--- config.mk ---
export PLATFORM = sky130hd
export DESIGN_NAME = pda_best_store
export DESIGN_NICKNAME = d
export VERILOG_FILES = /design/src/pda_pkg.sv /design/src/pda_best_store.sv
export SDC_FILE = /design/constraint.sdc
export NUM_CORES = 1
export LEC_CHECK = 0
export BUFFER_PORTS_ARGS = -buffer_cell sky130_fd_sc_hd__buf_2
export CAP_MARGIN = 20
export CORE_MARGIN = 2
export CORE_UTILIZATION = 45
export CTS_CLUSTER_DIAMETER = 50
export CTS_CLUSTER_SIZE = 16
export DETAILED_ROUTE_END_ITERATION = 6
export PLACE_DENSITY = 0.74
export SLEW_MARGIN = 10
export SYNTH_ARGS = -nofsm -noshare
export SYNTH_HDL_FRONTEND = slang
export SYNTH_SLANG_ARGS = --single-unit
--- constraint.sdc ---
create_clock -name aclk -period 39.2 [get_ports aclk]
set_input_delay 7.84 -clock aclk [delete_from_list [all_inputs] [get_ports aclk]]
set_output_delay 7.84 -clock aclk [all_outputs]
set_load 0.05 [all_outputs]
--- src/pda_pkg.sv ---
// Shared types, constants and helper functions of the palm detection anchor decoder.
`default_nettype none

package pda_pkg;

    // Input geometry and anchor layout.
    localparam int INPUT_SIZE   = 128;
    localparam int MAP_A        = (INPUT_SIZE + 7) / 8;
    localparam int MAP_B        = (INPUT_SIZE + 15) / 16;
    localparam int COUNT_A      = MAP_A * MAP_A * 2;
    localparam int ANCHOR_COUNT = COUNT_A + MAP_B * MAP_B * 6;
    localparam int IDX_W        = $clog2(ANCHOR_COUNT + 1);
    localparam int COORD_W      = $clog2(MAP_A);
    localparam int SUB_W        = 3;
    localparam logic [SUB_W-1:0] SUB_MAX_A = SUB_W'(1);
    localparam logic [SUB_W-1:0] SUB_MAX_B = SUB_W'(5);

    // Anchor centers in Q0.13, stepped as quotient and remainder of
    // ((2 * pos + 1) * 8192 + map) / (2 * map).
    localparam int ANC_W = 13;
    localparam int DEN_A = 2 * MAP_A;
    localparam int DEN_B = 2 * MAP_B;
    localparam int R_W   = $clog2(DEN_A);
    localparam int Q0_A  = (8192 + MAP_A) / DEN_A;
    localparam int R0_A  = (8192 + MAP_A) % DEN_A;
    localparam int QS_A  = 16384 / DEN_A;
    localparam int RS_A  = 16384 % DEN_A;
    localparam int Q0_B  = (8192 + MAP_B) / DEN_B;
    localparam int R0_B  = (8192 + MAP_B) % DEN_B;
    localparam int QS_B  = 16384 / DEN_B;
    localparam int RS_B  = 16384 % DEN_B;

    // Regressors.
    localparam int NREG   = 18;
    localparam int REG_W  = 16;
    localparam int REGS_W = NREG * REG_W;
    localparam int NKP    = 14;
    localparam int KP_W   = NKP * REG_W;

    // Stream widths.
    localparam int S_TDATA_W = 16 + REGS_W;
    localparam int M_TDATA_W = 10 + 16 + 16 + 16 + 15 + 15 + KP_W;

    // Sigmoid datapath.
    localparam int A_W      = 12;
    localparam int EXP_N    = 12;
    localparam int E_W      = 31;
    localparam int P_W      = 30;
    localparam int PROD_W   = 61;
    localparam int D_W      = 32;
    localparam int REM_W    = 47;
    localparam int DK_W     = 48;
    localparam int Q_W      = 17;
    localparam int SIG_LAT  = 1 + EXP_N + 1 + Q_W;

    // Configuration registers.
    localparam int CFG_ADDR_W = 1;
    localparam int CFG_DATA_W = 16;

    typedef enum logic [CFG_ADDR_W-1:0] {
        REG_SCORE_THRESHOLD,
        REG_BEST_ONLY
    } cfg_reg_t;

    typedef struct packed {
        logic             in_range;
        logic [IDX_W-1:0] idx;
        logic [ANC_W-1:0] ax;
        logic [ANC_W-1:0] ay;
    } anchor_t;

    typedef struct packed {
        logic              last;
        logic              in_range;
        logic [IDX_W-1:0]  idx;
        logic [ANC_W-1:0]  ax;
        logic [ANC_W-1:0]  ay;
        logic [REGS_W-1:0] regs;
    } item_t;

    typedef struct packed {
        logic             cand;
        logic [IDX_W-1:0] idx;
        logic [15:0]      score;
        logic [ANC_W-1:0] ax;
        logic [ANC_W-1:0] ay;
    } cand_t;

    typedef struct packed {
        logic [KP_W-1:0] keypoints;
        logic [14:0]     box_height;
        logic [14:0]     box_width;
        logic [15:0]     box_top;
        logic [15:0]     box_left;
        logic [15:0]     score;
        logic [9:0]      detection_index;
    } result_t;

    // exp(-2^k / 256) in Q30 by repeated rounded squaring.
    function automatic logic [P_W-1:0] exp_pow(input int k);
        logic [63:0] p;
        int          i;
        p = 64'd1073741824 - 64'd4194304 + 64'd8192 - 64'd11;
        for (i = 0; i < k; i++) begin
            p = (p * p + 64'd536870912) >> 30;
        end
        return p[P_W-1:0];
    endfunction

    function automatic logic [15:0] sat16(input logic signed [17:0] v);
        logic [15:0] r;
        if (v > 18'sd32767) begin
            r = 16'h7FFF;
        end else if (v < -18'sd32768) begin
            r = 16'h8000;
        end else begin
            r = v[15:0];
        end
        return r;
    endfunction

endpackage

`default_nettype wire

--- src/pda_best_store.sv ---
// Score decision stage with the best-detection store and its regressor memory.
`default_nettype none

module pda_best_store (
    input  wire logic                      aclk,
    input  wire logic                      aresetn,
    input  wire logic                      en,
    input  wire logic                      f_valid,
    input  wire pda_pkg::item_t            f_item,
    input  wire logic [15:0]               f_score,
    input  wire logic [15:0]               thr,
    input  wire logic                      best_only,
    output pda_pkg::cand_t                 g_cand,
    output logic [pda_pkg::REGS_W-1:0]     g_regs
);
    import pda_pkg::*;

    logic [REGS_W-1:0] best_mem [2];
    logic [REGS_W-1:0] rd_data_reg;
    logic              frame_reg;

    logic              best_present_reg;
    logic [15:0]       best_score_reg;
    logic [IDX_W-1:0]  best_idx_reg;
    logic [ANC_W-1:0]  best_ax_reg;
    logic [ANC_W-1:0]  best_ay_reg;

    cand_t             g_cand_reg, g_cand_next;
    logic              g_valid_reg;
    logic              g_use_mem_reg;
    logic [REGS_W-1:0] g_item_regs_reg;

    logic [15:0]       bar;
    logic              pass, new_best, emit_item, emit_best;

    always_comb begin
        bar       = best_present_reg ? best_score_reg : thr;
        pass      = f_valid && f_item.in_range && (f_score >= thr);
        new_best  = pass && (f_score > bar);
        emit_item = pass && !best_only;
        emit_best = f_valid && f_item.last && best_only && (best_present_reg || new_best);

        g_cand_next.cand = emit_item || emit_best;
        if (emit_best && !new_best) begin
            g_cand_next.idx   = best_idx_reg;
            g_cand_next.score = best_score_reg;
            g_cand_next.ax    = best_ax_reg;
            g_cand_next.ay    = best_ay_reg;
        end else begin
            g_cand_next.idx   = f_item.idx;
            g_cand_next.score = f_score;
            g_cand_next.ax    = f_item.ax;
            g_cand_next.ay    = f_item.ay;
        end
    end

    // The read forwards a write to the same entry in the same cycle.
    always_ff @(posedge aclk) begin
        if (en) begin
            if (new_best) begin
                best_mem[frame_reg] <= f_item.regs;
                rd_data_reg         <= f_item.regs;
            end else begin
                rd_data_reg         <= best_mem[frame_reg];
            end
        end
    end

    always_ff @(posedge aclk) begin
        if (!aresetn) begin
            frame_reg        <= 1'b0;
            best_present_reg <= 1'b0;
            best_score_reg   <= '0;
            best_idx_reg     <= '0;
            g_valid_reg      <= 1'b0;
        end else if (en) begin
            g_valid_reg <= g_cand_next.cand;
            if (f_valid && f_item.last) begin
                frame_reg        <= !frame_reg;
                best_present_reg <= 1'b0;
                best_score_reg   <= '0;
                best_idx_reg     <= '0;
            end else if (new_best) begin
                best_present_reg <= 1'b1;
                best_score_reg   <= f_score;
                best_idx_reg     <= f_item.idx;
            end
        end
    end

    always_ff @(posedge aclk) begin
        if (en) begin
            if (new_best) begin
                best_ax_reg <= f_item.ax;
                best_ay_reg <= f_item.ay;
            end
            g_cand_reg      <= g_cand_next;
            g_use_mem_reg   <= emit_best;
            g_item_regs_reg <= f_item.regs;
        end
    end

    always_comb begin
        g_cand      = g_cand_reg;
        g_cand.cand = g_valid_reg;
    end

    assign g_regs = g_use_mem_reg ? rd_data_reg : g_item_regs_reg;

    a_best_cleared: assert property (@(posedge aclk) disable iff (!aresetn)
        !best_present_reg |-> best_score_reg == 16'd0)
        else $error("best score kept while no best detection is held");

endmodule

`default_nettype wire

[Yosys cells after proc, flatten, opt, wreduce, memory -nomap -nowiden]
Memory sizes are Yosys's and may differ from the RTL's. A register that Yosys moved wholly into a read port is not among the register bits.
Cells that the tools add are included.
Storage, ports and cells
  register bits after elaboration: 396
  RAM bits: 576
  bits of input ports: 363
  output and inout bits: 341
  memories kept: 1
  word-level logic and storage cells: 45
Memory list
  best_mem: words 2, bits a word 288, read ports 1, clocked after memory_dff 1, write ports 1, line pda_best_store.sv:18  | logic [REGS_W-1:0] best_mem [2];
Operators by class
  reduce and logical (&&, ||, !) cells: 17
  magnitude comparators: 2
  muxes and demuxes: 12
Operators by type and width (count)
  288-bit two-way mux: 1
  52-bit two-way mux: 1
  16-bit two-way mux: 3
  10-bit two-way mux: 2
  16-bit greater-or-equal comparator: 1
  16-bit > comparator: 1
  1-bit logical AND: 8
  2-bit AND reduction: 3
  1-bit two-way mux: 5
  1-bit zero test: 3
  1-bit logical OR: 2
  2-bit nonzero test: 1

[Logic depth before layout (Yosys ltp)]
  depth after elaboration: 7
  gate-level depth with buffers: 14
  depth with buffers taken out: 9

[Worst setup path before layout]
Ideal clock, no wire load.
  kind: input -> register
  start: input thr[15]
  end: memory best_mem[0][0] in the netlist's numbering (enable)
  library setup time: 946 ps
  setup slack: 16457 ps
  required time: 38254 ps
  data arrival time: 21798 ps
  stages on the path: 11
  cells stage by stage: inv_1 > ha_1 > nand2_1 > nor4_2 > or4b_1 > a31oi_2 > nand4_1 > buf_2 > buf_6 > buf_6 > nor2_1
On the way
  word-level cells in the longest chain between the ends: 6
  elaborated cells between the ends (all ways): 8
  those cells by class: order compare (2); mux (4); reduce/logical (2)
RTL lines
  start, declared: line pda_best_store.sv:11  | input wire logic [15:0] thr,
  16-bit two-way mux / 16-bit greater-or-equal comparator (equally long branches): line pda_best_store.sv:37, pda_best_store.sv:38
  16-bit > comparator / 1-bit logical AND (equally long branches): line pda_best_store.sv:39, pda_best_store.sv:38
  1-bit logical AND *: line pda_best_store.sv:39  | new_best = pass && (f_score > bar);
  1-bit two-way mux *: line pda_best_store.sv:60  | if (new_best) begin
  1-bit two-way mux *: line pda_best_store.sv:59  | if (en) begin
  1-bit two-way mux (not written as such) *: line pda_best_store.sv:61  | best_mem[frame_reg] <= f_item.regs;
  end, declared: line pda_best_store.sv:18
Mark *: on every way between the ends. The rest lies on a longest branch, timed or not.

[Worst setup path after layout]
  start: input f_score[15]
  end: memory best_mem[1][76] in the netlist's numbering (enable)
On the way
  word-level cells in the longest chain between the ends: 6
  elaborated cells between the ends (all ways): 7
  those cells by class: order compare (2); mux (3); reduce/logical (2)
RTL lines
  start, declared: line pda_best_store.sv:10  | input wire logic [15:0] f_score,
  16-bit greater-or-equal comparator: line pda_best_store.sv:38  | pass = f_valid && f_item.in_range && (f_score >= thr);
  1-bit logical AND: line pda_best_store.sv:38
  1-bit logical AND *: line pda_best_store.sv:39
  1-bit two-way mux *: line pda_best_store.sv:60
  1-bit two-way mux *: line pda_best_store.sv:59
  1-bit two-way mux (not written as such) *: line pda_best_store.sv:61
Marked as above.

==> impl_results.md <==
- Area Overhead vs Synth: 17.5%
- Site Rows: 122
- Via-per-instance ratio: 5.19
- Share of synthesized registers carrying an async set or reset: 0%
- Cell count of the worst reg-to-reg path: 13
- EDFF count, synth: 1231
- Number of standard cells after synthesis: 2539
- # setup viols final: 0
- Hold Path Cell Cnt: 1
- Hpwl dp: 65.8 mm
- Final Routed Wirelength: 103 mm
- Post-synthesis cell type count: 41
- Die width: 338 um
- Sort of element at the start of the critical path: input pin
- Layout cell share with drive strength beyond 1: 51.8%
- Total of max-cap violations: 0
- CTS tree: done
- Clock slew seen by the registers of the worst setup and hold paths: 0.07 ns
- PostCTS Resize Cnt: 0
- Area share of the largest cell type after synthesis: 73.7%
- Count leader, synth: sky130_fd_sc_hd__edfxtp_1
- Placed inst area: 55300 um2
- Relative slew slack: 14.6%
- Series of cell instances along the critical path: buf_2 > ha_1 > nand2_1 > nor4_2 > or4b_1 > a31oi_2 > buf_4 > nand4_1 > inv_1 > and2_4 > buf_4 > buf_4
- Number of placed instances with taps included: 4640
- Data arrival time at the worst-slack endpoint: 12.91 ns
- Skew-Pair Late Insertion Delay: 0.70 ns
- GP Congestion: 0.845
- Static power due to leakage: 20.6 nW
- GR Overflow Total: 0
- Final nets: 3658
- TritonCTS Sinks: 1260
- Number of buffers on the longest clock path: 3
- Terminus of the critical flop-to-flop path: rd_data_reg[143]
- Setup_tns: 0 ns
- HP Start: best_ay_reg[2]
- Hold buffer count at CTS: 0
- Area of the die: 114000 um2
- Seq/Total Area, Yosys: 74.8%
- Total met3 wirelength after detailed routing: 6.75 mm
- Mean area per synthesized cell: 19.8 um2
- Post-DRT Antenna Nets: 0
- Hold Violations, Final: 0
- CTS H-Tree Depth: 3
- Via total after detailed routing: 25154
- Worst-case hold slack: 0.546 ns
- Top layer used by detailed routing: met5
- Initial standard-cell utilization of the core: 45.4%
- Post-synthesis cell type with the largest combined area: sky130_fd_sc_hd__edfxtp_1
- Setup repair after global routing missed its margin: false
- Met1 Routed Length: 40.6 mm
- Number of buffers added by the clock tree synthesis step: 108
- Number of buffers added for setup after CTS: 0
- Initial DRT Pass Iterations: 5
- First-pass GRT wire length: 151 mm
- Flip-flop and latch count after synthesis: 1260
- Setup Crit Path Kind: in2reg
- Hold Crit Class: reg2reg
- Final Cell Area: 59000 um2
- Total Power Consumption: 2.90 mW
- Period utilisation layout: 32.1%
- Wire length per cell: 21.3 um
- VDD IR-drop max: 0.0445 mV
- Count of boundary I/O pins: 704
- Slew at the pin with the worst max-slew slack: 1.28 ns
- Cells taking the most area after synthesis: sky130_fd_sc_hd__edfxtp_1 (74%), sky130_fd_sc_hd__mux2_2 (18%), sky130_fd_sc_hd__mux2_1 (2.2%)
- Max Transition Viols Final: 0
- Predominant post-synthesis flop cell: sky130_fd_sc_hd__edfxtp_1
- Yosys warning total: 0
- Std-Cell Core Area: 111000 um2
- Worst R2R Start: best_present_reg
- Vias in the first global route: 25458
- Endpoint with the worst hold slack: g_cand[2]
- Worst Path Required: 39.52 ns
- Detailed-route DRC error count: 0
- Violation count after the first detailed-routing iteration: 1605
- Largest register FFs: 576
- Count of placed standard cells in the final layout, fillers left out: 4850
- Minimum period implied by the final worst setup slack: 12.59 ns
- Result of the run: finished clean
- Maximum single-stage delay on the critical path: 0.83 ns
- Largest net degree at the start of global routing: 148
- Die outline height: 338 um
- Most frequent cell on the critical path: sky130_fd_sc_hd__buf_4
- Initial antenna violation count: 49
- Highest net fanout along the worst path: 63
- Maximum clock rate: 79.5 MHz
- Mapped Nets: 2934
- Cell chosen for the clock root: sky130_fd_sc_hd__clkbuf_16
- Routed met2 length: 51.5 mm
- Top cells by instance count after synthesis: sky130_fd_sc_hd__edfxtp_1 (1231), sky130_fd_sc_hd__mux2_2 (819), sky130_fd_sc_hd__mux2_1 (98)
- IO Port Bufs: 703
- Total Routing Usage GR: 17.4%
- Post-Synthesis Cell Area: 50200 um2
- Cell area power density: 49.2 nW/um2
- Critical Path Sink Type: register
- Setup slack of the most critical reg-to-reg path: 33.38 ns
- Clock skew after layout: 0.0358 ns
- Cell with the largest stage delay on the worst path: sky130_fd_sc_hd__buf_4
-- worst max-delay path: cells and delay by family --
kind / cells / cell delay (ns)
fa+ha+maj: 1 / 0.29
buf+inv: 5 / 2.53
simple gates: 5 / 1.83
compound gates: 1 / 0.20
-- stage by stage --
stage | setup WS (ns) | util [%]
2_1_floorplan | 16.46 | -
3_3_place_gp | 25.34 | 50.0
3_5_place_dp | 25.29 | 50.0
4_1_cts | 26.06 | 53.2
5_1_grt | 26.29 | 53.3
6_report | 26.61 | 53.3
-- final cells by class --
class,count,area [um2]
clock buffers,117,2740
multi-input cells,1135,12000
clock inverters,64,786
diodes,28,70.1
flip-flops and latches,1260,37500
well taps,1488,1860
repair buffers,739,3860
inverters,19,71.3
fillers,8755,51700
-- power breakdown --
group | leakage, nW | internal, mW | switching [mW]
clock | 1.70 | 0.569 | 0.494
combinational | 7.14 | 0.0898 | 0.200
sequential | 11.8 | 1.53 | 0.0129
-- cell families after synthesis --
kind of cell    after synthesis  synth area share [%]
fa+ha+maj                    32                 0.798
flops                      1260                  74.8
xor+xnor                      1                0.0175
mux                         932                  20.9
compound gates              109                  1.50
buf+inv                     144                  1.30
simple gates                 61                 0.706
-- cells in the final DEF, fill, tap and decap left out, types with 15 or more instances in the layout --
cell type                   Yosys  layout
sky130_fd_sc_hd__a21oi_1       40      40
sky130_fd_sc_hd__mux2i_1       15      15
sky130_fd_sc_hd__nor2b_1       27      27
sky130_fd_sc_hd__ha_1          32      32
sky130_fd_sc_hd__inv_1         18      18
sky130_fd_sc_hd__clkbuf_16      0     108
sky130_fd_sc_hd__diode_2        0      28
sky130_fd_sc_hd__buf_4          1      32
sky130_fd_sc_hd__mux2_1        98      98
sky130_fd_sc_hd__a32oi_1       26      26
sky130_fd_sc_hd__a211oi_1      26      26
sky130_fd_sc_hd__dfxtp_1       29      28
sky130_fd_sc_hd__buf_2         19     702
sky130_fd_sc_hd__edfxtp_1    1231    1231
sky130_fd_sc_hd__mux2_2       819     819
-- how the worst max path moves through the flow --
| stage | startpoint | endpoint | cells after the start | slack [ns] |
|---|---|---|---|---|
| floorplan | thr[15] | best_mem[0][0] | 11 | 16.46 |
| global placement | f_score[13] | best_mem[1][94] | 12 | 25.34 |
| detailed placement | f_score[15] | best_mem[1][71] | 12 | 25.29 |
| CTS | f_score[15] | best_mem[1][108] | 12 | 26.06 |
| global route | thr[13] | best_mem[1][103] | 13 | 26.29 |
| finish | f_score[15] | best_mem[1][76] | 12 | 26.61 |
-- metal layers --
| metal | up-vias | GRT usage (%) |
|---|---|---|
| met1 | 12678 | 20.8 |
| met4 | 42 | 9.36 |
| met5 | - | 0 |
| li1 | 11563 | - |
| met3 | 217 | 4.96 |
| met2 | 654 | 28.5 |
No activity file was read; power rests on OpenSTA's default activity.
