<file path="config.mk">
export PLATFORM = sky130hd
export DESIGN_NAME = pda_anchor_gen
export DESIGN_NICKNAME = d
export VERILOG_FILES = /design/src/pda_pkg.sv /design/src/pda_anchor_gen.sv
export SDC_FILE = /design/constraint.sdc
export NUM_CORES = 1
export LEC_CHECK = 0
export BUFFER_PORTS_ARGS = -buffer_cell sky130_fd_sc_hd__buf_2
export CAP_MARGIN = 5
export CELL_PAD_IN_SITES_DETAIL_PLACEMENT = 0
export CELL_PAD_IN_SITES_GLOBAL_PLACEMENT = 1
export CORE_UTILIZATION = 46
export CTS_BUF_LIST = sky130_fd_sc_hd__clkbuf_4 sky130_fd_sc_hd__clkbuf_8 sky130_fd_sc_hd__clkbuf_16
export CTS_CLUSTER_DIAMETER = 80
export DETAILED_ROUTE_END_ITERATION = 10
export HOLD_SLACK_MARGIN = 0.15
export PLACE_DENSITY_LB_ADDON = 0.1
export REMOVE_ABC_BUFFERS = 1
export SLEW_MARGIN = 15
export SYNTH_ARGS = -nofsm -noshare
export SYNTH_HDL_FRONTEND = slang
export SYNTH_SLANG_ARGS = --single-unit
</file>
<file path="constraint.sdc">
create_clock -name aclk -period 4.85 [get_ports aclk]
set_clock_uncertainty 0.1 [all_clocks]
set_input_delay 0.485 -clock aclk [delete_from_list [all_inputs] [get_ports aclk]]
set_output_delay 0.485 -clock aclk [all_outputs]
set_load 0.02 [all_outputs]
</file>
<file path="src/pda_pkg.sv">
// Shared types, constants and helper functions of the palm detection anchor decoder.
`default_nettype none

package pda_pkg;

    // Input geometry and anchor layout.
    localparam int INPUT_SIZE   = 128;
    localparam int MAP_A        = (INPUT_SIZE + 7) / 8;
    localparam int MAP_B        = (INPUT_SIZE + 15) / 16;
    localparam int COUNT_A      = MAP_A * MAP_A * 2;
    localparam int ANCHOR_COUNT = COUNT_A + MAP_B * MAP_B * 6;
    localparam int IDX_W        = $clog2(ANCHOR_COUNT + 1);
    localparam int COORD_W      = $clog2(MAP_A);
    localparam int SUB_W        = 3;
    localparam logic [SUB_W-1:0] SUB_MAX_A = SUB_W'(1);
    localparam logic [SUB_W-1:0] SUB_MAX_B = SUB_W'(5);

    // Anchor centers in Q0.13, stepped as quotient and remainder of
    // ((2 * pos + 1) * 8192 + map) / (2 * map).
    localparam int ANC_W = 13;
    localparam int DEN_A = 2 * MAP_A;
    localparam int DEN_B = 2 * MAP_B;
    localparam int R_W   = $clog2(DEN_A);
    localparam int Q0_A  = (8192 + MAP_A) / DEN_A;
    localparam int R0_A  = (8192 + MAP_A) % DEN_A;
    localparam int QS_A  = 16384 / DEN_A;
    localparam int RS_A  = 16384 % DEN_A;
    localparam int Q0_B  = (8192 + MAP_B) / DEN_B;
    localparam int R0_B  = (8192 + MAP_B) % DEN_B;
    localparam int QS_B  = 16384 / DEN_B;
    localparam int RS_B  = 16384 % DEN_B;

    // Regressors.
    localparam int NREG   = 18;
    localparam int REG_W  = 16;
    localparam int REGS_W = NREG * REG_W;
    localparam int NKP    = 14;
    localparam int KP_W   = NKP * REG_W;

    // Stream widths.
    localparam int S_TDATA_W = 16 + REGS_W;
    localparam int M_TDATA_W = 10 + 16 + 16 + 16 + 15 + 15 + KP_W;

    // Sigmoid datapath.
    localparam int A_W      = 12;
    localparam int EXP_N    = 12;
    localparam int E_W      = 31;
    localparam int P_W      = 30;
    localparam int PROD_W   = 61;
    localparam int D_W      = 32;
    localparam int REM_W    = 47;
    localparam int DK_W     = 48;
    localparam int Q_W      = 17;
    localparam int SIG_LAT  = 1 + EXP_N + 1 + Q_W;

    // Configuration registers.
    localparam int CFG_ADDR_W = 1;
    localparam int CFG_DATA_W = 16;

    typedef enum logic [CFG_ADDR_W-1:0] {
        REG_SCORE_THRESHOLD,
        REG_BEST_ONLY
    } cfg_reg_t;

    typedef struct packed {
        logic             in_range;
        logic [IDX_W-1:0] idx;
        logic [ANC_W-1:0] ax;
        logic [ANC_W-1:0] ay;
    } anchor_t;

    typedef struct packed {
        logic              last;
        logic              in_range;
        logic [IDX_W-1:0]  idx;
        logic [ANC_W-1:0]  ax;
        logic [ANC_W-1:0]  ay;
        logic [REGS_W-1:0] regs;
    } item_t;

    typedef struct packed {
        logic             cand;
        logic [IDX_W-1:0] idx;
        logic [15:0]      score;
        logic [ANC_W-1:0] ax;
        logic [ANC_W-1:0] ay;
    } cand_t;

    typedef struct packed {
        logic [KP_W-1:0] keypoints;
        logic [14:0]     box_height;
        logic [14:0]     box_width;
        logic [15:0]     box_top;
        logic [15:0]     box_left;
        logic [15:0]     score;
        logic [9:0]      detection_index;
    } result_t;

    // exp(-2^k / 256) in Q30 by repeated rounded squaring.
    function automatic logic [P_W-1:0] exp_pow(input int k);
        logic [63:0] p;
        int          i;
        p = 64'd1073741824 - 64'd4194304 + 64'd8192 - 64'd11;
        for (i = 0; i < k; i++) begin
            p = (p * p + 64'd536870912) >> 30;
        end
        return p[P_W-1:0];
    endfunction

    function automatic logic [15:0] sat16(input logic signed [17:0] v);
        logic [15:0] r;
        if (v > 18'sd32767) begin
            r = 16'h7FFF;
        end else if (v < -18'sd32768) begin
            r = 16'h8000;
        end else begin
            r = v[15:0];
        end
        return r;
    endfunction

endpackage

`default_nettype wire

</file>
<file path="src/pda_anchor_gen.sv">
// Anchor counter that tracks the index and the anchor center of the next item.
`default_nettype none

module pda_anchor_gen (
    input  wire logic              aclk,
    input  wire logic              aresetn,
    input  wire logic              step,
    input  wire logic              last,
    output pda_pkg::anchor_t       anc
);
    import pda_pkg::*;

    logic [IDX_W-1:0]   cnt_reg,   cnt_next;
    logic               layer_b_reg, layer_b_next;
    logic [SUB_W-1:0]   sub_reg,   sub_next;
    logic [COORD_W-1:0] col_reg,   col_next;
    logic [COORD_W-1:0] row_reg,   row_next;
    logic [ANC_W-1:0]   xq_reg,    xq_next;
    logic [ANC_W-1:0]   yq_reg,    yq_next;
    logic [R_W-1:0]     xr_reg,    xr_next;
    logic [R_W-1:0]     yr_reg,    yr_next;

    logic [COORD_W-1:0] coord_max;
    logic [SUB_W-1:0]   sub_max;
    logic [R_W:0]       den, rstep, xr_sum, yr_sum;
    logic [ANC_W-1:0]   qstep, q0;
    logic [R_W-1:0]     r0;
    logic               x_wrap, y_wrap;

    always_comb begin
        coord_max = layer_b_reg ? COORD_W'(MAP_B - 1) : COORD_W'(MAP_A - 1);
        sub_max   = layer_b_reg ? SUB_MAX_B : SUB_MAX_A;
        den       = layer_b_reg ? (R_W+1)'(DEN_B) : (R_W+1)'(DEN_A);
        rstep     = layer_b_reg ? (R_W+1)'(RS_B) : (R_W+1)'(RS_A);
        qstep     = layer_b_reg ? ANC_W'(QS_B) : ANC_W'(QS_A);
        q0        = layer_b_reg ? ANC_W'(Q0_B) : ANC_W'(Q0_A);
        r0        = layer_b_reg ? R_W'(R0_B) : R_W'(R0_A);
        xr_sum    = {1'b0, xr_reg} + rstep;
        yr_sum    = {1'b0, yr_reg} + rstep;
        x_wrap    = xr_sum >= den;
        y_wrap    = yr_sum >= den;
    end

    always_comb begin
        cnt_next     = cnt_reg;
        layer_b_next = layer_b_reg;
        sub_next     = sub_reg;
        col_next     = col_reg;
        row_next     = row_reg;
        xq_next      = xq_reg;
        yq_next      = yq_reg;
        xr_next      = xr_reg;
        yr_next      = yr_reg;
        if (step) begin
            if (last) begin
                cnt_next     = '0;
                layer_b_next = 1'b0;
                sub_next     = '0;
                col_next     = '0;
                row_next     = '0;
                xq_next      = ANC_W'(Q0_A);
                yq_next      = ANC_W'(Q0_A);
                xr_next      = R_W'(R0_A);
                yr_next      = R_W'(R0_A);
            end else if (cnt_reg < IDX_W'(ANCHOR_COUNT)) begin
                cnt_next = cnt_reg + IDX_W'(1);
                if (sub_reg != sub_max) begin
                    sub_next = sub_reg + SUB_W'(1);
                end else begin
                    sub_next = '0;
                    if (col_reg != coord_max) begin
                        col_next = col_reg + COORD_W'(1);
                        xq_next  = xq_reg + qstep + ANC_W'(x_wrap);
                        xr_next  = x_wrap ? R_W'(xr_sum - den) : R_W'(xr_sum);
                    end else begin
                        col_next = '0;
                        xq_next  = q0;
                        xr_next  = r0;
                        if (row_reg != coord_max) begin
                            row_next = row_reg + COORD_W'(1);
                            yq_next  = yq_reg + qstep + ANC_W'(y_wrap);
                            yr_next  = y_wrap ? R_W'(yr_sum - den) : R_W'(yr_sum);
                        end else if (!layer_b_reg) begin
                            layer_b_next = 1'b1;
                            row_next     = '0;
                            xq_next      = ANC_W'(Q0_B);
                            yq_next      = ANC_W'(Q0_B);
                            xr_next      = R_W'(R0_B);
                            yr_next      = R_W'(R0_B);
                        end
                    end
                end
            end
        end
    end

    always_ff @(posedge aclk) begin
        if (!aresetn) begin
            cnt_reg     <= '0;
            layer_b_reg <= 1'b0;
            sub_reg     <= '0;
            col_reg     <= '0;
            row_reg     <= '0;
            xq_reg      <= ANC_W'(Q0_A);
            yq_reg      <= ANC_W'(Q0_A);
            xr_reg      <= R_W'(R0_A);
            yr_reg      <= R_W'(R0_A);
        end else begin
            cnt_reg     <= cnt_next;
            layer_b_reg <= layer_b_next;
            sub_reg     <= sub_next;
            col_reg     <= col_next;
            row_reg     <= row_next;
            xq_reg      <= xq_next;
            yq_reg      <= yq_next;
            xr_reg      <= xr_next;
            yr_reg      <= yr_next;
        end
    end

    assign anc.in_range = cnt_reg < IDX_W'(ANCHOR_COUNT);
    assign anc.idx      = cnt_reg;
    assign anc.ax       = xq_reg;
    assign anc.ay       = yq_reg;

    a_cnt_bound: assert property (@(posedge aclk) disable iff (!aresetn)
        cnt_reg <= IDX_W'(ANCHOR_COUNT))
        else $error("anchor counter ran past the anchor count");

    a_layer_a_range: assert property (@(posedge aclk) disable iff (!aresetn)
        !layer_b_reg |-> cnt_reg < IDX_W'(COUNT_A))
        else $error("first anchor layer holds an index beyond its size");

endmodule

`default_nettype wire

</file>
# Yosys cells after proc, flatten, opt, wreduce, memory -nomap -nowiden
# Index checks and enable logic that the tools add are counted.
[classes]
add_sub_neg = 10
n_lt_le_gt_ge = 3
n_eq_ne = 9
muxes = 52
reduce_logical = 7
[ops]
columns = ["operator", "count"]
rows = [
  ["13-bit 2-to-1 mux", 10],
  ["5-bit 2-to-1 mux", 15],
  ["10-bit 2-to-1 mux", 5],
  ["4-bit 2-to-1 mux", 11],
  ["13-bit by 1-bit adder with 13-bit output", 2],
  ["13-bit by 11-bit adder with 13-bit output", 2],
  ["5-bit by 6-bit >= comparator with 1-bit output", 2],
  ["3-bit 2-to-1 mux", 4],
  ["11-bit 2-to-1 mux", 1],
  ["10-bit by 1-bit adder with 10-bit output, second input constant", 1],
  ["10-bit less-than comparator, second input constant", 1],
  ["5-bit AND reduction", 2],
  ["5-bit subtractor", 2],
  ["4-bit by 1-bit adder with 4-bit output, second input constant", 2],
  ["4-bit inequality test", 2],
  ["6-bit 2-to-1 mux", 1],
  ["2-bit inequality test, second input constant", 3],
  ["3-bit inequality test, second input constant", 2],
  ["6-bit AND reduction", 1],
  ["1-bit 2-to-1 mux", 5],
  ["4-bit AND reduction", 1],
  ["3-bit by 1-bit adder with 3-bit output, second input constant", 1],
  ["3-bit by 2-bit inequality test with 1-bit output, second input constant", 1],
  ["3-bit inequality test", 1],
  ["other kinds (3)", 3],
]
[totals]
regBits = 58
in_bits = 4
output_inout_bits = 37

# Longest topological paths before layout
[depth]
word_depth = 8
depth_mapped = 8
ltp_nobuf = 8

# Worst setup path after synthesis
# Ideal clock, no wire load.
[synth_timing]
kind = "reg2reg"
from = "register layer_b_reg"
to = "register yq_reg[12]"
setup_ns = 0.091
t_arrival_ns = 2.002
setup_slack_ns = 2.657
stages_incl_launch_ff = 9
synth_period_minus_slack_ns = 2.193
path_cell_list = "dfxtp_1 > ha_1 > ha_1 > ha_1 > and4_1 > a31o_2 > a21o_1 > a21o_1 > a311oi_1"
[synth_via]
elab_chain_len = 8
elab_cells_between_ends = 19
cone_classes = "add/sub: 2; order compare: 1; eq/ne: 6; mux: 9; reduce/logical: 1"
[synth_lines]
columns = ["element", "line", "rtl"]
rows = [
  ["start, declared", "pda_anchor_gen.sv:14", "logic layer_b_reg, layer_b_next;"],
  ["start signal, assigned", "pda_anchor_gen.sv:110", "layer_b_reg <= layer_b_next;"],
  ["11-bit 2-to-1 mux / 6-bit 2-to-1 mux (equally long branches)", "pda_anchor_gen.sv:35, pda_anchor_gen.sv:33", ""],
  ["13-bit by 11-bit adder with 13-bit output / 5-bit by 6-bit >= comparator with 1-bit output (equally long branches)", "pda_anchor_gen.sv:81, pda_anchor_gen.sv:41", ""],
  ["13-bit by 1-bit adder with 13-bit output", "pda_anchor_gen.sv:81", "yq_next = yq_reg + qstep + ANC_W'(y_wrap);"],
  ["13-bit 2-to-1 mux", "pda_anchor_gen.sv:79", "if (row_reg != coord_max) begin"],
  ["13-bit 2-to-1 mux", "pda_anchor_gen.sv:71", "if (col_reg != coord_max) begin"],
  ["13-bit 2-to-1 mux", "pda_anchor_gen.sv:67", "if (sub_reg != sub_max) begin"],
  ["13-bit 2-to-1 mux", "pda_anchor_gen.sv:65", "end else if (cnt_reg < IDX_W'(ANCHOR_COUNT)) begin"],
  ["13-bit 2-to-1 mux", "pda_anchor_gen.sv:55", "if (last) begin"],
  ["end signal, assigned", "pda_anchor_gen.sv:105", "yq_reg <= ANC_W'(Q0_A);"],
  ["end signal, assigned", "pda_anchor_gen.sv:115", "yq_reg <= yq_next;"],
  ["end, declared", "pda_anchor_gen.sv:19", "logic [ANC_W-1:0] yq_reg, yq_next;"],
]
# Parallel ways exist; a longest one is shown, timed or not. The select of a mux whose other input is x is not followed.
# A chain may end at the register's enable or synchronous reset.

# Worst setup path in the final report
# Ends and elaborated chain as after synthesis.

==> flow_metrics.py <==
metrics = {
    "global_route": {
        "grt_max_degree": 24,
        "grt_pass1_vias": 2144,
        "grt_use_total_pct": 21.5,
        "grt_pass1_wl_um": 10500,
        "gr-total-overflow": 0,
        "antenna_found_initial": 0,
    },
    "sta": {
        "worst_slack_ps": 2260,
        "hold_violations": 0,
        "setup_viol": 0,
        "max_clock_freq_ghz": 0.386,
        "fin_tns_setup_ps": 0,
        "worstMarginPinSlew_ps": 877,
        "rsz0062_at_grt": "false",
        "hold_slack_ps": 329,
        "slew-limit-headroom_pct": 41.5,
        "period_share_pct": 53.4,
        "final.min_clock_period_ps": 2590,
        "drv_slew": 0,
    },
    "route": {
        "vias_per_cell": 5.68,
        "wl_per_cell_um": 14.8,
        "drt_pass1_iterations": 4,
        "route.detailed.drc": 0,
        "routed_wl_um": 6300,
        "drt_iter0_drc": 142,
        "via_count": 2410,
        "ant_nets": 0,
    },
    "floorplanning": {
        "die_h_um": 78.5,
        "die_area_um2": 6170,
        "fp.coreArea_um2": 5570,
        "initial_utilization_pct": 48.3,
        "core.rowCount": 27,
        "io-pin-count": 41,
        "die_w_um": 78.5,
    },
    "clocking": {
        "post_cts_resize_count": 0,
        "cts.clk_slew.worst_paths_ps": 90,
        "cts-root-buf": "clkbuf_8",
        "clk_latency_ps": 310,
        "cts_num_sinks": 50,
        "cts_buffers": 5,
        "cts_hold_buffers": 0,
        "cts_setup_buffers": 0,
        "cts_tree": "built",
        "cts.path.max_buffers": 2,
        "h-tree-depth": 2,
    },
    "synthesis": {
        "async_flop_share_pct": 0,
        "synthAdderAreaFrac_pct": 6.04,
        "synth_ff_type": "dfxtp_1",
        "synth_top_cell_by_area": "dfxtp_1",
        "synth_seq_cells": 50,
        "ys_seq_area_share_pct": 37.2,
        "synth_top_family_by_area": "simple AND/OR/NAND/NOR gates",
        "netlist_instances": 317,
        "netlist_area_um2": 2690,
        "synth_xor_area_share_pct": 9.06,
        "synth_top_area_share_pct": 37.2,
        "synthSimpleGateAreaFrac_pct": 26.8,
        "yosys-mux-area-fraction_pct": 0.418,
        "syn_area_per_cell_um2": 8.50,
        "yosysUniqueCellTypes": 52,
        "synth_compound_area_share_pct": 17.7,
        "synth_warnings": 0,
        "ys_top_cells_by_area": "dfxtp_1 (37%), ha_1 (6.0%), nor2_1 (5.6%)",
        "synth_edf_count": 0,
    },
    "flow_run": {
        "max_cap_viol_count": 0,
    },
    "final_layout": {
        "area_delta_synth_final_pct": 11.8,
        "postLayoutCoreUtil_pct": 54.1,
        "fillCellCount": 548,
        "final_nets": 368,
        "stdcell_count": 424,
        "drive_above_1_share_pct": 17.0,
        "antenna_cells": 0,
    },
    "power_and_ir_drop": {
        "powerDensity_nw_per_um2": 239,
        "leakage_nw": 1.18,
        "vdd_drop_max_uv": 115,
    },
    "worst_setup_path": {
        "max_stage_delay_ps": 480,
        "regToRegSetupSlack_ps": 2260,
        "path_class": "flop to flop",
        "path_buf_inv": 0,
        "critPathRequiredTime_ps": 4960,
        "crit_top_cell": "ha_1",
        "endpoint_kind": "flop",
        "rr_startpoint": "layer_b_reg$_SDFFE_PN0P_",
        "rr_worst_depth": 8,
        "arrival_ps": 2700,
        "critical_path.slowest_cell": "dfxtp_1",
        "path_max_fanout": 11,
        "crit_chain": "ha_1 -> ha_1 -> ha_1 -> and4_1 -> a31o_2 -> a21o_1 -> a21o_1 -> a311oi_1",
        "path_delay_family": "compound AO/OA/AOI/OAI gates",
        "cp-start-kind": "flop",
        "r2r-end": "yq_reg[12]$_SDFFE_PN0P_",
    },
    "run_status": {
        "run_status": "complete, no violations",
    },
    "place": {
        "dp_slack_ps": 2190,
        "io_buffers": 40,
        "hpwlAfterDp_um": 4530,
        "place_inst": 416,
        "gp_congestion": 0.799,
    },
    "hold_path": {
        "hold-path-endpoint": "yq_reg[8]$_SDFFE_PN1P_",
        "worstHoldStart": "aresetn",
        "whs_path_depth": 2,
        "hold_path_class": "input port to flop",
    },
}
how the worst max path moves through the flow:
stage	slack, ps	startpoint	cells after the start	end
4_1_cts	2270	layer_b_reg$_SDFFE_PN0P_	8	yq_reg[12]$_SDFFE_PN0P_
6_report	2260	layer_b_reg$_SDFFE_PN0P_	8	yq_reg[12]$_SDFFE_PN0P_
2_1_floorplan	2530	layer_b_reg$_SDFFE_PN0P_	8	yq_reg[12]$_SDFFE_PN0P_
3_3_place_gp	2220	last	6	yq_reg[5]$_SDFFE_PN0P_
3_5_place_dp	2190	last	6	yq_reg[5]$_SDFFE_PN0P_
5_1_grt	2050	layer_b_reg$_SDFFE_PN0P_	8	yq_reg[12]$_SDFFE_PN0P_
cell type report:
class                           count  area (um2)  area share (%)
Timing Repair Buffer               40         200            6.64
Sequential cell                    50        1000            33.2
Clock buffer                        6        82.6            2.74
Tap cell                           72        90.1            2.99
Clock inverter                      2        12.5           0.415
Multi-Input combinational cell    251        1620            53.6
Inverter                            3        11.3           0.374
per-layer routing:
layer / global-route usage [%] / wire (um)
met2: 30.0 / 2530
met1: 32.5 / 3400
met3: 3.95 / 303
met4: 7.04 / 66
met5: 0 / 0
worst register-to-register path, cell delays in order, from the launching register on:
cell      delay (ps)
dfxtp_1          480
ha_1             310
ha_1             230
ha_1             240
and4_1           260
a31o_2           280
a21o_1           200
a21o_1           180
a311oi_1         240
stage by stage:
step           power [mW]  area (um2)
2_1_floorplan       0.452        2630
3_3_place_gp        0.468        2920
3_5_place_dp        0.468        2920
4_1_cts             0.728        3010
5_1_grt             0.748        3010
6_report            0.719        3010
Yosys cell counts, types with 7 or more instances:
| cell | count |
|---|---|
| a21oi_1 | 24 |
| and2_1 | 10 |
| and3_1 | 7 |
| clkbuf_1 | 8 |
| dfxtp_1 | 50 |
| ha_1 | 13 |
| nand2_1 | 23 |
| nand3_1 | 14 |
| nand4_1 | 10 |
| nor2_1 | 40 |
| nor3_1 | 8 |
| o21ai_0 | 16 |
| xnor2_1 | 17 |
| xor2_1 | 9 |
logic make-up (layout without fill, tap and decap cells):
family / after synthesis / count (layout)
buf+inv: 16 / 51
simple gates: 138 / 138
flops: 50 / 50
xor+xnor: 27 / 27
mux: 1 / 1
compound gates: 72 / 72
fa+ha+maj: 13 / 13
cell usage in the layout, fill, tap and decap left out, drive strengths merged, types with 2 or more instances in the layout:
cell type,instances
a211oi,3
a21o,2
a21oi,24
a22o,3
a31o,3
a31oi,4
a41oi,3
and2,10
and3,7
and4,4
buf,40
clkbuf,6
dfxtp,50
ha,13
inv,3
nand2,23
nand2b,2
nand3,15
nand4,10
nor2,40
nor2b,2
nor3,8
nor3b,3
o21a,2
o21ai,16
o21bai,2
o41ai,2
or3,5
or3b,2
or4b,2
xnor2,18
xor2,9
report_power, final:
group / total (mW) / internal, mW / switching (mW)
Clock: 0.261 / 0.115 / 0.145
Combinational: 0.0444 / 0.0110 / 0.0334
Sequential: 0.414 / 0.412 / 0.00187
Total: 0.719 / 0.538 / 0.181
Power figures use the tool's default switching activity.
