<file path="config.mk">
export PLATFORM = sky130hd
export DESIGN_NAME = pda_box_decode
export DESIGN_NICKNAME = d
export VERILOG_FILES = /design/src/pda_pkg.sv /design/src/pda_box_decode.sv
export SDC_FILE = /design/constraint.sdc
export NUM_CORES = 1
export LEC_CHECK = 0
export BUFFER_PORTS_ARGS = -buffer_cell sky130_fd_sc_hd__buf_2
export CELL_PAD_IN_SITES_DETAIL_PLACEMENT = 1
export CELL_PAD_IN_SITES_GLOBAL_PLACEMENT = 2
export CORE_AREA = 3 3 255 257
export DETAILED_ROUTE_END_ITERATION = 16
export DIE_AREA = 0 0 258 260
export PLACE_DENSITY = 0.85
export SYNTH_ARGS = -nofsm -noshare
export SYNTH_HDL_FRONTEND = slang
export SYNTH_SLANG_ARGS = --single-unit
</file>
<file path="constraint.sdc">
create_clock -name vclk -period 7.3
set_clock_uncertainty 0.2 [all_clocks]
set_input_delay 1.46 -clock vclk [all_inputs]
set_output_delay 1.46 -clock vclk [all_outputs]
set_load 0.05 [all_outputs]
</file>
<file path="src/pda_pkg.sv">
// Shared types, constants and helper functions of the palm detection anchor decoder.
`default_nettype none

package pda_pkg;

    // Input geometry and anchor layout.
    localparam int INPUT_SIZE   = 128;
    localparam int MAP_A        = (INPUT_SIZE + 7) / 8;
    localparam int MAP_B        = (INPUT_SIZE + 15) / 16;
    localparam int COUNT_A      = MAP_A * MAP_A * 2;
    localparam int ANCHOR_COUNT = COUNT_A + MAP_B * MAP_B * 6;
    localparam int IDX_W        = $clog2(ANCHOR_COUNT + 1);
    localparam int COORD_W      = $clog2(MAP_A);
    localparam int SUB_W        = 3;
    localparam logic [SUB_W-1:0] SUB_MAX_A = SUB_W'(1);
    localparam logic [SUB_W-1:0] SUB_MAX_B = SUB_W'(5);

    // Anchor centers in Q0.13, stepped as quotient and remainder of
    // ((2 * pos + 1) * 8192 + map) / (2 * map).
    localparam int ANC_W = 13;
    localparam int DEN_A = 2 * MAP_A;
    localparam int DEN_B = 2 * MAP_B;
    localparam int R_W   = $clog2(DEN_A);
    localparam int Q0_A  = (8192 + MAP_A) / DEN_A;
    localparam int R0_A  = (8192 + MAP_A) % DEN_A;
    localparam int QS_A  = 16384 / DEN_A;
    localparam int RS_A  = 16384 % DEN_A;
    localparam int Q0_B  = (8192 + MAP_B) / DEN_B;
    localparam int R0_B  = (8192 + MAP_B) % DEN_B;
    localparam int QS_B  = 16384 / DEN_B;
    localparam int RS_B  = 16384 % DEN_B;

    // Regressors.
    localparam int NREG   = 18;
    localparam int REG_W  = 16;
    localparam int REGS_W = NREG * REG_W;
    localparam int NKP    = 14;
    localparam int KP_W   = NKP * REG_W;

    // Stream widths.
    localparam int S_TDATA_W = 16 + REGS_W;
    localparam int M_TDATA_W = 10 + 16 + 16 + 16 + 15 + 15 + KP_W;

    // Sigmoid datapath.
    localparam int A_W      = 12;
    localparam int EXP_N    = 12;
    localparam int E_W      = 31;
    localparam int P_W      = 30;
    localparam int PROD_W   = 61;
    localparam int D_W      = 32;
    localparam int REM_W    = 47;
    localparam int DK_W     = 48;
    localparam int Q_W      = 17;
    localparam int SIG_LAT  = 1 + EXP_N + 1 + Q_W;

    // Configuration registers.
    localparam int CFG_ADDR_W = 1;
    localparam int CFG_DATA_W = 16;

    typedef enum logic [CFG_ADDR_W-1:0] {
        REG_SCORE_THRESHOLD,
        REG_BEST_ONLY
    } cfg_reg_t;

    typedef struct packed {
        logic             in_range;
        logic [IDX_W-1:0] idx;
        logic [ANC_W-1:0] ax;
        logic [ANC_W-1:0] ay;
    } anchor_t;

    typedef struct packed {
        logic              last;
        logic              in_range;
        logic [IDX_W-1:0]  idx;
        logic [ANC_W-1:0]  ax;
        logic [ANC_W-1:0]  ay;
        logic [REGS_W-1:0] regs;
    } item_t;

    typedef struct packed {
        logic             cand;
        logic [IDX_W-1:0] idx;
        logic [15:0]      score;
        logic [ANC_W-1:0] ax;
        logic [ANC_W-1:0] ay;
    } cand_t;

    typedef struct packed {
        logic [KP_W-1:0] keypoints;
        logic [14:0]     box_height;
        logic [14:0]     box_width;
        logic [15:0]     box_top;
        logic [15:0]     box_left;
        logic [15:0]     score;
        logic [9:0]      detection_index;
    } result_t;

    // exp(-2^k / 256) in Q30 by repeated rounded squaring.
    function automatic logic [P_W-1:0] exp_pow(input int k);
        logic [63:0] p;
        int          i;
        p = 64'd1073741824 - 64'd4194304 + 64'd8192 - 64'd11;
        for (i = 0; i < k; i++) begin
            p = (p * p + 64'd536870912) >> 30;
        end
        return p[P_W-1:0];
    endfunction

    function automatic logic [15:0] sat16(input logic signed [17:0] v);
        logic [15:0] r;
        if (v > 18'sd32767) begin
            r = 16'h7FFF;
        end else if (v < -18'sd32768) begin
            r = 16'h8000;
        end else begin
            r = v[15:0];
        end
        return r;
    endfunction

endpackage

`default_nettype wire

</file>
<file path="src/pda_box_decode.sv">
// Box and keypoint decode of one detection relative to its anchor center.
`default_nettype none

module pda_box_decode (
    input  wire pda_pkg::cand_t                 cand,
    input  wire logic [pda_pkg::REGS_W-1:0]     regs,
    output pda_pkg::result_t                    res,
    output logic                                keep
);
    import pda_pkg::*;

    logic [15:0]        r0, r1, w, h, lane;
    logic signed [17:0] ax_x, ay_x, sum;

    always_comb begin
        r0   = regs[0*REG_W +: REG_W];
        r1   = regs[1*REG_W +: REG_W];
        w    = regs[2*REG_W +: REG_W];
        h    = regs[3*REG_W +: REG_W];
        ax_x = {5'b00000, cand.ax};
        ay_x = {5'b00000, cand.ay};
        keep = !w[15] && !h[15];

        res.detection_index = 10'(cand.idx);
        res.score           = cand.score;
        res.box_left  = sat16({{2{r0[15]}}, r0} + ax_x - {{3{w[15]}}, w[15:1]});
        res.box_top   = sat16({{2{r1[15]}}, r1} + ay_x - {{3{h[15]}}, h[15:1]});
        res.box_width  = w[14:0];
        res.box_height = h[14:0];

        res.keypoints = '0;
        for (int i = 0; i < NKP; i++) begin
            lane = regs[(4 + i)*REG_W +: REG_W];
            sum  = {{2{lane[15]}}, lane} + (((i % 2) == 0) ? ax_x : ay_x);
            res.keypoints[i*REG_W +: REG_W] = sat16(sum);
        end
    end

endmodule

`default_nettype wire
</file>
# Yosys cells after proc, flatten, opt, wreduce, memory -nomap -nowiden
# Index checks and enable logic that the tools add are counted.
# word_totals
reg_bits	0
inputBits	341
out_inout_bits	313
word_cells	85
# op_classes
addsub	18
magnitude_cmp	32
muxes	32
n_reduce_logical	3
# op_table
cell	count
16-bit two-way mux	32
16-bit by 14-bit adder with 17-bit output	16
17-bit by 16-bit > comparator with 1-bit output (second input constant)	14
17-bit by 16-bit < comparator with 1-bit output (second input constant)	14
18-bit by 16-bit > comparator with 1-bit output (second input constant)	2
18-bit by 16-bit < comparator with 1-bit output (second input constant)	2
17-bit by 15-bit subtractor with 18-bit output	2
1-bit logical NOT	2
1-bit logical AND	1

# Depth between registers and ports, before layout
# Gate-level depths: netlist of the first run.
# logic_depth
depth_word	5
ltp_mapped	14
mapped_depth_nobuf	13

# Worst setup path after synthesis of the first run
# OpenSTA, ideal clock, no wires.
# synth_path
kind	input to output
from	in cand[15] (netlist bit)
to	out res[33] (netlist bit)
arrival_ps	4682
required_ps	5640
setup_slack_ps	958
path_stages	11
path_buffers	0
cell_sequence	inv_1 fa_1 inv_1 ha_1 o211ai_1 o21ai_1 o211ai_1 a32oi_1 xor2_2 a21oi_2 nor3_1
# synth_rtl
item	line	rtl
start: declaration	pda_box_decode.sv:5	input wire pda_pkg::cand_t cand,
end: declaration	pda_box_decode.sv:7	output pda_pkg::result_t res,

==> summary.md, run 1 <==
| Metric | Value |
|---|---|
| Status | completed |
| Peak VDD IR | 114 µV |
| Worst path required time | between 5000 and 6000 ps |
| Gr ovfl total | 0 |
| Largest net degree at the start of global routing | 16 |
| Post-synthesis cell type count | 80 |
| Setup CP Type | in -> out |
| Synthesized area | ~15000 µm² |
| Synth Net Count | 2739 |
| Leak pwr | between 0.009 and 0.01 µW |
| Max-cap viol count | 0 |
| Avg Cell Area, Syn | 6.90 µm² |
| Area delta synth->final | 25.4% |
| RSZ-0062 raised after global routing | false |
| Depth of the worst hold-timing path | 0 |
| Total Neg Setup Slack | 0 ps |
| Post-synth top area share | 0.190 |
| Placed cells | roughly 3500 |
| FP Rows | 92 |
| Min-delay worst type | in -> out |
| CTS resizes | 0 |
| Total Routing Usage GR | 0.206 |
| Crit path DAT | 5040 ps |
| Top post-synthesis cells by count | ha_1, inv_1, a21oi_1 |
| Clkbuf count | 0 |
| Area post-placement | between 15000 and 20000 µm² |
| ANT nets after route | 0 |
| PnR Total Power | ~3400 µW |
| DRT iter0 DRCs | 727 |
| FF+latch area | 0 µm² |
| Multi-input gate area | 13300 µm² |
| Die ar. | 67100 µm² |
| CP delay by family, top | compound AO/OA/AOI/OAI gates |
| CP peak stage delay | 540 ps |
| Hold_sp | cand[48] |
| Crit end category | primary output |
| Initial Utilization | 0.234 |
| Fin cells | roughly 3500 |
| Hold Vio Cnt, Final | 0 |
| First-pass GRT wire length | 109000 µm |
| Power Density | 183 nW/µm² |
| Post-synth top area cell | ha_1 |
| Hold path endpoint | res[6] |
| Critical Path Source Type | primary input |
| Sequential area share after synthesis | 0 |
| Achievable Freq | between 0.1 and 0.15 GHz |
| Ranking of synthesized cells by area | ha_1, a21oi_1, o21ai_0, inv_1, fa_1 |
| FFs & Latches | 0 |
| Final setup fails | 0 |
| Final Util | 0.293 |
| Crit path max fanout | 13 |
| Crit-path slowest cell | fa_1 |
| Wirelength per Cell | 20.9 µm |
| Core ar. | 63000 µm² |
| Slew @ Worst Pin | 886 ps |
| Hold-fix buffers at CTS | 0 |
| # port buffers | 597 |
| Period minus WS final | about 6700 ps |
| DRC | 0 |
| I/O pin cnt | approximately 650 |
| # fillers | 8213 |
| Via count | 17962 |
| Vias/cell | 5.07 |
| DP Wirelength | about 66000 µm |
| Final WL | 74200 µm |
| Gate count after technology mapping | 2134 |
| First-pass detailed-route iteration total | 5 |
| Slew Limit Fails | 0 |
| Yosys synthesis warning count | 0 |
| Fin nets | 3290 |
| Rel. slew slack | 0.401 |
| Layout cells sized above 1 | 0.264 |
| Final weighted congestion in routability-driven placement | about 0.96 |
| Antenna violations before repair | 31 |
| Final std cell area, no fill | between 15000 and 20000 µm² |
| CP bufs+invs | 4 |
| Die width | 258 µm |
| Vias in the first global route | 17861 |
| Worst-path cell chain | buf_2, inv_1, fa_1, inv_1, ha_1, nand2_1, o21ai_1, a2111oi_4, o21ai_2, a221o_1, a21oi_2, o21ai_1, buf_2 |
| Final period util | 0.918 |
| Setup Buffers After CTS | 0 |
| Most common cell in the synthesized netlist | ha_1 |
| Die height | 260 µm |
## how the worst max path moves through the flow
stage / start / end / slack, ps / cells after the start
2_1_floorplan: cand[15] / res[33] / 960 / 11
5_1_grt: cand[5] / res[42] / 380 / 13
4_1_cts: cand[5] / res[42] / 620 / 13
6_report: cand[5] / res[42] / 600 / 13
3_5_place_dp: cand[5] / res[42] / 650 / 13
3_3_place_gp: cand[5] / res[42] / 670 / 13
## placed cells by master, fill, tap and decap left out, types with 51 or more instances in the layout
master      n
a21oi_1   210
xor2_1     69
o21ai_0   191
a21o_1     89
nor3_1     59
nor2_1    129
nand3_1    51
nand2b_1   56
o21a_1     54
buf_2     597
xnor2_1    75
inv_1     214
nand2_1   188
ha_1      224
## logic make-up (layout without fill, tap and decap cells)
kind of cell | count (synthesis) | count (layout) | share of synthesized area
compound gates | 784 | 784 | 0.348
simple gates | 615 | 615 | 0.202
xor+xnor | 146 | 146 | 0.0879
fa+ha+maj | 264 | 264 | 0.245
buf+inv | 294 | 843 | 0.0939
other cells | 0 | 14 | 0
mux | 31 | 31 | 0.0242
## stage by stage
stage / hold WS [ps] / setup slack, ps
after floorplan: 2890 / 958
after global placement: 2720 / 674
after detailed placement: 2720 / 653
after CTS: 2720 / 623
after global routing: 2720 / 375
final: 2720 / 595
## final cells by class
cell class | instances | share of cell area
timing repair buffer | 629 | 0.175
antenna | 14 | 0.00190
inverter | 214 | 0.0435
multi-input combinational | 1840 | 0.722
tap | 846 | 0.0573
## metal layers
metal  global-route usage  share of wire  vias up
met5                    0         0.0026        -
met4               0.0465          0.026       26
met3               0.0418          0.064      111
met2                0.376           0.49      518
met1                0.248           0.42     8533
li1                     -              -     8774
## where the power goes
part	internal [µW]	switching (µW)	leakage, µW	total, µW
sequential	0	0	0	0
clock	0.000258	0	0.0000000887	0.000258
combinational	935	2450	0.00967	3380
total	935	2450	0.00967	3380
(Power assumes the default switching activity.)
==> run 2, diff against run 1 <==
Settings changed: CORE_AREA 3 3 255 257 to 2 2 254 256, DIE_AREA 0 0 258 260 to 0 0 256 258, SKIP_LAST_GASP set to 1.
==> run 2 against run 1 <==
Wire length down 2.6%; critical path depth fell by 1; flip-flop and latch count stayed put; sequential share of layout area unchanged; utilization shrank 0.29 points; die area fell by 1.5%; fmax increased by 0.94%; largest power group unchanged.
==> summary.md, run 2 (synthesis gave the netlist of run 1 again) <==
| Metric | Value |
|---|---|
| Core ar. | 63600 µm² |
| Layout cells sized above 1 | 0.263 |
| Final period util | 0.910 |
| # fillers | 8327 |
| Max-cap viol count | 0 |
| Met3 global-route usage | 0.0490 |
| Met1 Use GR | 0.243 |
| Critical Path Source Type | primary input |
| Leak pwr | between 0.009 and 0.01 µW |
| Hold-fix buffers at CTS | 0 |
| Worst path required time | around 5600 ps |
| Slew Limit Fails | 0 |
| CTS resizes | 0 |
| DRC | 0 |
| Antenna violations before repair | 31 |
| Final Util | 0.290 |
| RSZ-0062 raised after global routing | false |
| Clkbuf count | 0 |
| FP Rows | 93 |
| FF+latch area | 0 µm² |
| Most Crowded Layer GR | met2 |
| Die width | 256 µm |
| Met2 Use GR | 0.371 |
| Crit end category | primary output |
| Final WL | 72200 µm |
| Wirelength per Cell | 20.3 µm |
| Status | completed |
| Die ar. | 66000 µm² |
| Setup CP Type | in -> out |
| Period minus WS final | 6640 ps |
| Total Routing Usage GR | 0.206 |
| Die height | approximately 260 µm |
| Final setup fails | 0 |
| Power Density | 183 nW/µm² |
| Crit path max fanout | 12 |
| Achievable Freq | 0.151 GHz |
| ANT nets after route | 0 |
| Commonest non-fill, non-tap cell in the layout | buf_2 |
| Setup Buffers After CTS | 0 |
| Area delta synth->final | 25.5% |
| I/O pin cnt | 654 |
| Total Neg Setup Slack | 0 ps |
| DRT iter0 DRCs | slightly above 800 |
| Crit path DAT | ~5000 ps |
| Largest net degree at the start of global routing | 16 |
| Hold Vio Cnt, Final | 0 |
| First-pass detailed-route iteration total | 5 |
| Initial Utilization | 0.231 |
| Via count | about 18000 |
| Vias/cell | 5.03 |
| Vias in the first global route | approximately 18000 |
| Final weighted congestion in routability-driven placement | 0.935 |
| Hold_ws | 2720 ps |
| Most frequent cells in the layout | buf_2, ha_1, inv_1, a21oi_1, o21ai_0 |
| FFs & Latches | 0 |
| Fin nets | 3289 |
| DP Wirelength | 63700 µm |
| Slew @ Worst Pin | slightly above 900 ps |
| Peak VDD IR | 103 µV |
| Rel. slew slack | 0.383 |
| Min-delay worst type | in -> out |
| First-pass GRT wire length | 108000 µm |
| Gr ovfl total | 0 |
| # port buffers | 597 |
-- run 2: cell types whose count changed in the layout (fill, tap and decap cells not counted), sizes merged --
cell   delta
buf       -1
diode     +5
-- run 2: through the flow --
| stage | instances | power, µW | setup slack [ps] | cell area, µm² |
|---|---|---|---|---|
| 2_1_floorplan | 2134 | 2530 | 958 | 14700 |
| 3_3_place_gp | 3537 | 3360 | 740 | 18400 |
| 3_5_place_dp | 3537 | 3370 | 697 | 18400 |
| 4_1_cts | 3537 | 3390 | 691 | 18400 |
| 5_1_grt | 3550 | 3620 | 341 | 18500 |
| 6_report | 3556 | 3390 | 658 | 18500 |
-- run 2: critical path: stages --
cell     delay (ps)
buf_2           180
inv_1           550
fa_1            350
nor2b_1          60
o21ai_0         240
a21oi_1         190
o21ai_0         280
o21ai_1          90
buf_4           160
a41oi_1         740
o21ai_0         360
buf_2           320
-- run 2: area by class of cell --
type | count | area [µm²] | share of cell area
multi-input combinational | 1840 | 13300 | 0.722
timing repair buffer | 628 | 3220 | 0.174
tap | 855 | 1070 | 0.0579
inverter | 214 | 803 | 0.0435
antenna | 19 | 47.5 | 0.00257
-- run 2: worst paths after layout --
check / cells after the start / slack, ps / end / from
worst min-delay path: 0 / 2720 / res[6] / cand[48]
worst max-delay path: 12 / 660 / res[104] / cand[1]
-- run 2: routing by layer --
metal	vias up	share of wire
met5	-	0.0022
met4	26	0.030
met3	98	0.068
met2	525	0.49
met1	8472	0.41
li1	8775	-
-- run 2: power breakdown --
part	leakage, µW	switching, µW	total, µW	internal (µW)
sequential	0	0	0	0
combinational	0.00966	2450	3390	936
clock	0.000000120	0	0.000350	0.000350
==> run 3, diff against run 2 <==
Settings changed: REMOVE_ABC_BUFFERS set to 1.
==> run 3 against run 2 <==
Largest power group unchanged; worst hold slack better by 0.50 ps; highest routed layer unchanged; wire length up 3.5%; fmax shrank 3.0%; critical endpoint is now res[44]; sequential share of layout area unchanged; global-route usage increased by 0.67 points; critical path depth up 1.
==> summary.md, run 3 (synthesis gave the netlist of run 1 again) <==
| Metric | Value |
|---|---|
| Worst path required time | around 5600 ps |
| Peak VDD IR | around 100 µV |
| Max-cap viol count | 0 |
| # port buffers | between 500 and 600 |
| Die width | ~260 µm |
| Final setup fails | 0 |
| Crit path max fanout | 13 |
| Rel. slew slack | 0.261 |
| FP Rows | 93 |
| Vias in the first global route | 17986 |
| I/O pin cnt | ~650 |
| CTS resizes | 0 |
| Antenna violations before repair | 44 |
| DRT iter0 DRCs | 729 |
| DRC | 0 |
| Setup Buffers After CTS | 0 |
| ANT nets after route | 0 |
| Slew @ Worst Pin | around 1100 ps |
| Via count | 17996 |
| Leak pwr | 0.00966 µW |
| First-pass detailed-route iteration total | 4 |
| Period minus WS final | 6850 ps |
| Crit-path slowest cell | fa_1 |
| DP Wirelength | 66500 µm |
| Layout cells sized above 1 | 0.263 |
| Achievable Freq | 0.146 GHz |
| Total Neg Setup Slack | 0 ps |
| Area post-placement | 18400 µm² |
| Dpl ws | 492 ps |
| Setup CP Type | in -> out |
| Total Routing Usage GR | 0.213 |
| Die height | 258 µm |
| Largest net degree at the start of global routing | 16 |
| Most frequent cells in the layout | buf_2, ha_1, inv_1, a21oi_1, o21ai_0 |
| Core ar. | about 64000 µm² |
| Final std cell area, no fill | roughly 18000 µm² |
| FFs & Latches | 0 |
| Worst-path cell chain | buf_2, inv_1, fa_1, inv_1, ha_1, a21oi_1, o21ai_1, a2111oi_4, o21ai_2, a221o_1, a21oi_2, a21oi_1, buf_2 |
| Setup slack after layout | 449 ps |
| Fin nets | 3287 |
| Final period util | 0.938 |
| # fillers | about 8300 |
| First-pass GRT wire length | between 100000 and 150000 µm |
| Fin cells | 3547 |
| Area delta synth->final | 25.3% |
| Vias/cell | a little over 5 |
| CP peak stage delay | 540 ps |
| Min-delay worst type | in -> out |
| Hold-fix buffers at CTS | 0 |
| Hold Vio Cnt, Final | 0 |
| Slew Limit Fails | 0 |
| Wirelength per Cell | 21.1 µm |
| Crit path DAT | ~5200 ps |
| Crit end category | primary output |
| RSZ-0062 raised after global routing | false |
| Die ar. | 66000 µm² |
| Commonest non-fill, non-tap cell in the layout | buf_2 |
| CP delay by family, top | compound AO/OA/AOI/OAI gates |
| Final weighted congestion in routability-driven placement | roughly 0.99 |
| Critical Path Source Type | primary input |
| CP bufs+invs | 4 |
| Initial Utilization | 0.231 |
| Final WL | 74800 µm |
| Placed cells | 3535 |
| FF+latch area | 0 µm² |
| Power Density | 184 nW/µm² |
| Clkbuf count | 0 |
| Gr ovfl total | 0 |
| Status | completed |
==> run 3: layout make-up <==
type                       count  area [µm²]  share of cell area
antenna                       12        30.0             0.00163
inverter                     214         803              0.0435
multi-input combinational   1840       13300               0.723
tap                          855        1070              0.0580
timing repair buffer         626        3210               0.174
==> run 3: layer usage <==
layer / GRT usage / up-vias / routed length (µm)
li1: - / 8770 / -
met1: 0.238 / 8538 / 30000
met2: 0.398 / 530 / 37100
met3: 0.0637 / 112 / 5730
met4: 0.0421 / 46 / 1680
met5: 0 / - / 288
==> run 3: stage by stage <==
step	hold slack (ps)	utilization	power, µW
finish	2720	0.290	3390
global placement	2720	0.289	3370
global route	2720	0.290	3620
floorplan	2720	-	2430
CTS	2720	0.289	3400
detailed placement	2720	0.289	3380
==> run 3: final timing paths <==
kind | from | to | slack, ps | depth (start not counted)
min | cand[31] | res[15] | 2720 | 0
max | cand[4] | res[44] | 450 | 13
==> run 3: report_power, final <==
part / internal, µW / leakage (µW) / switching, µW
registers: 0 / 0 / 0
logic: 934 / 0.00966 / 2450
clock network: 0.000221 / 0.0000000761 / 0
total: 934 / 0.00966 / 2450
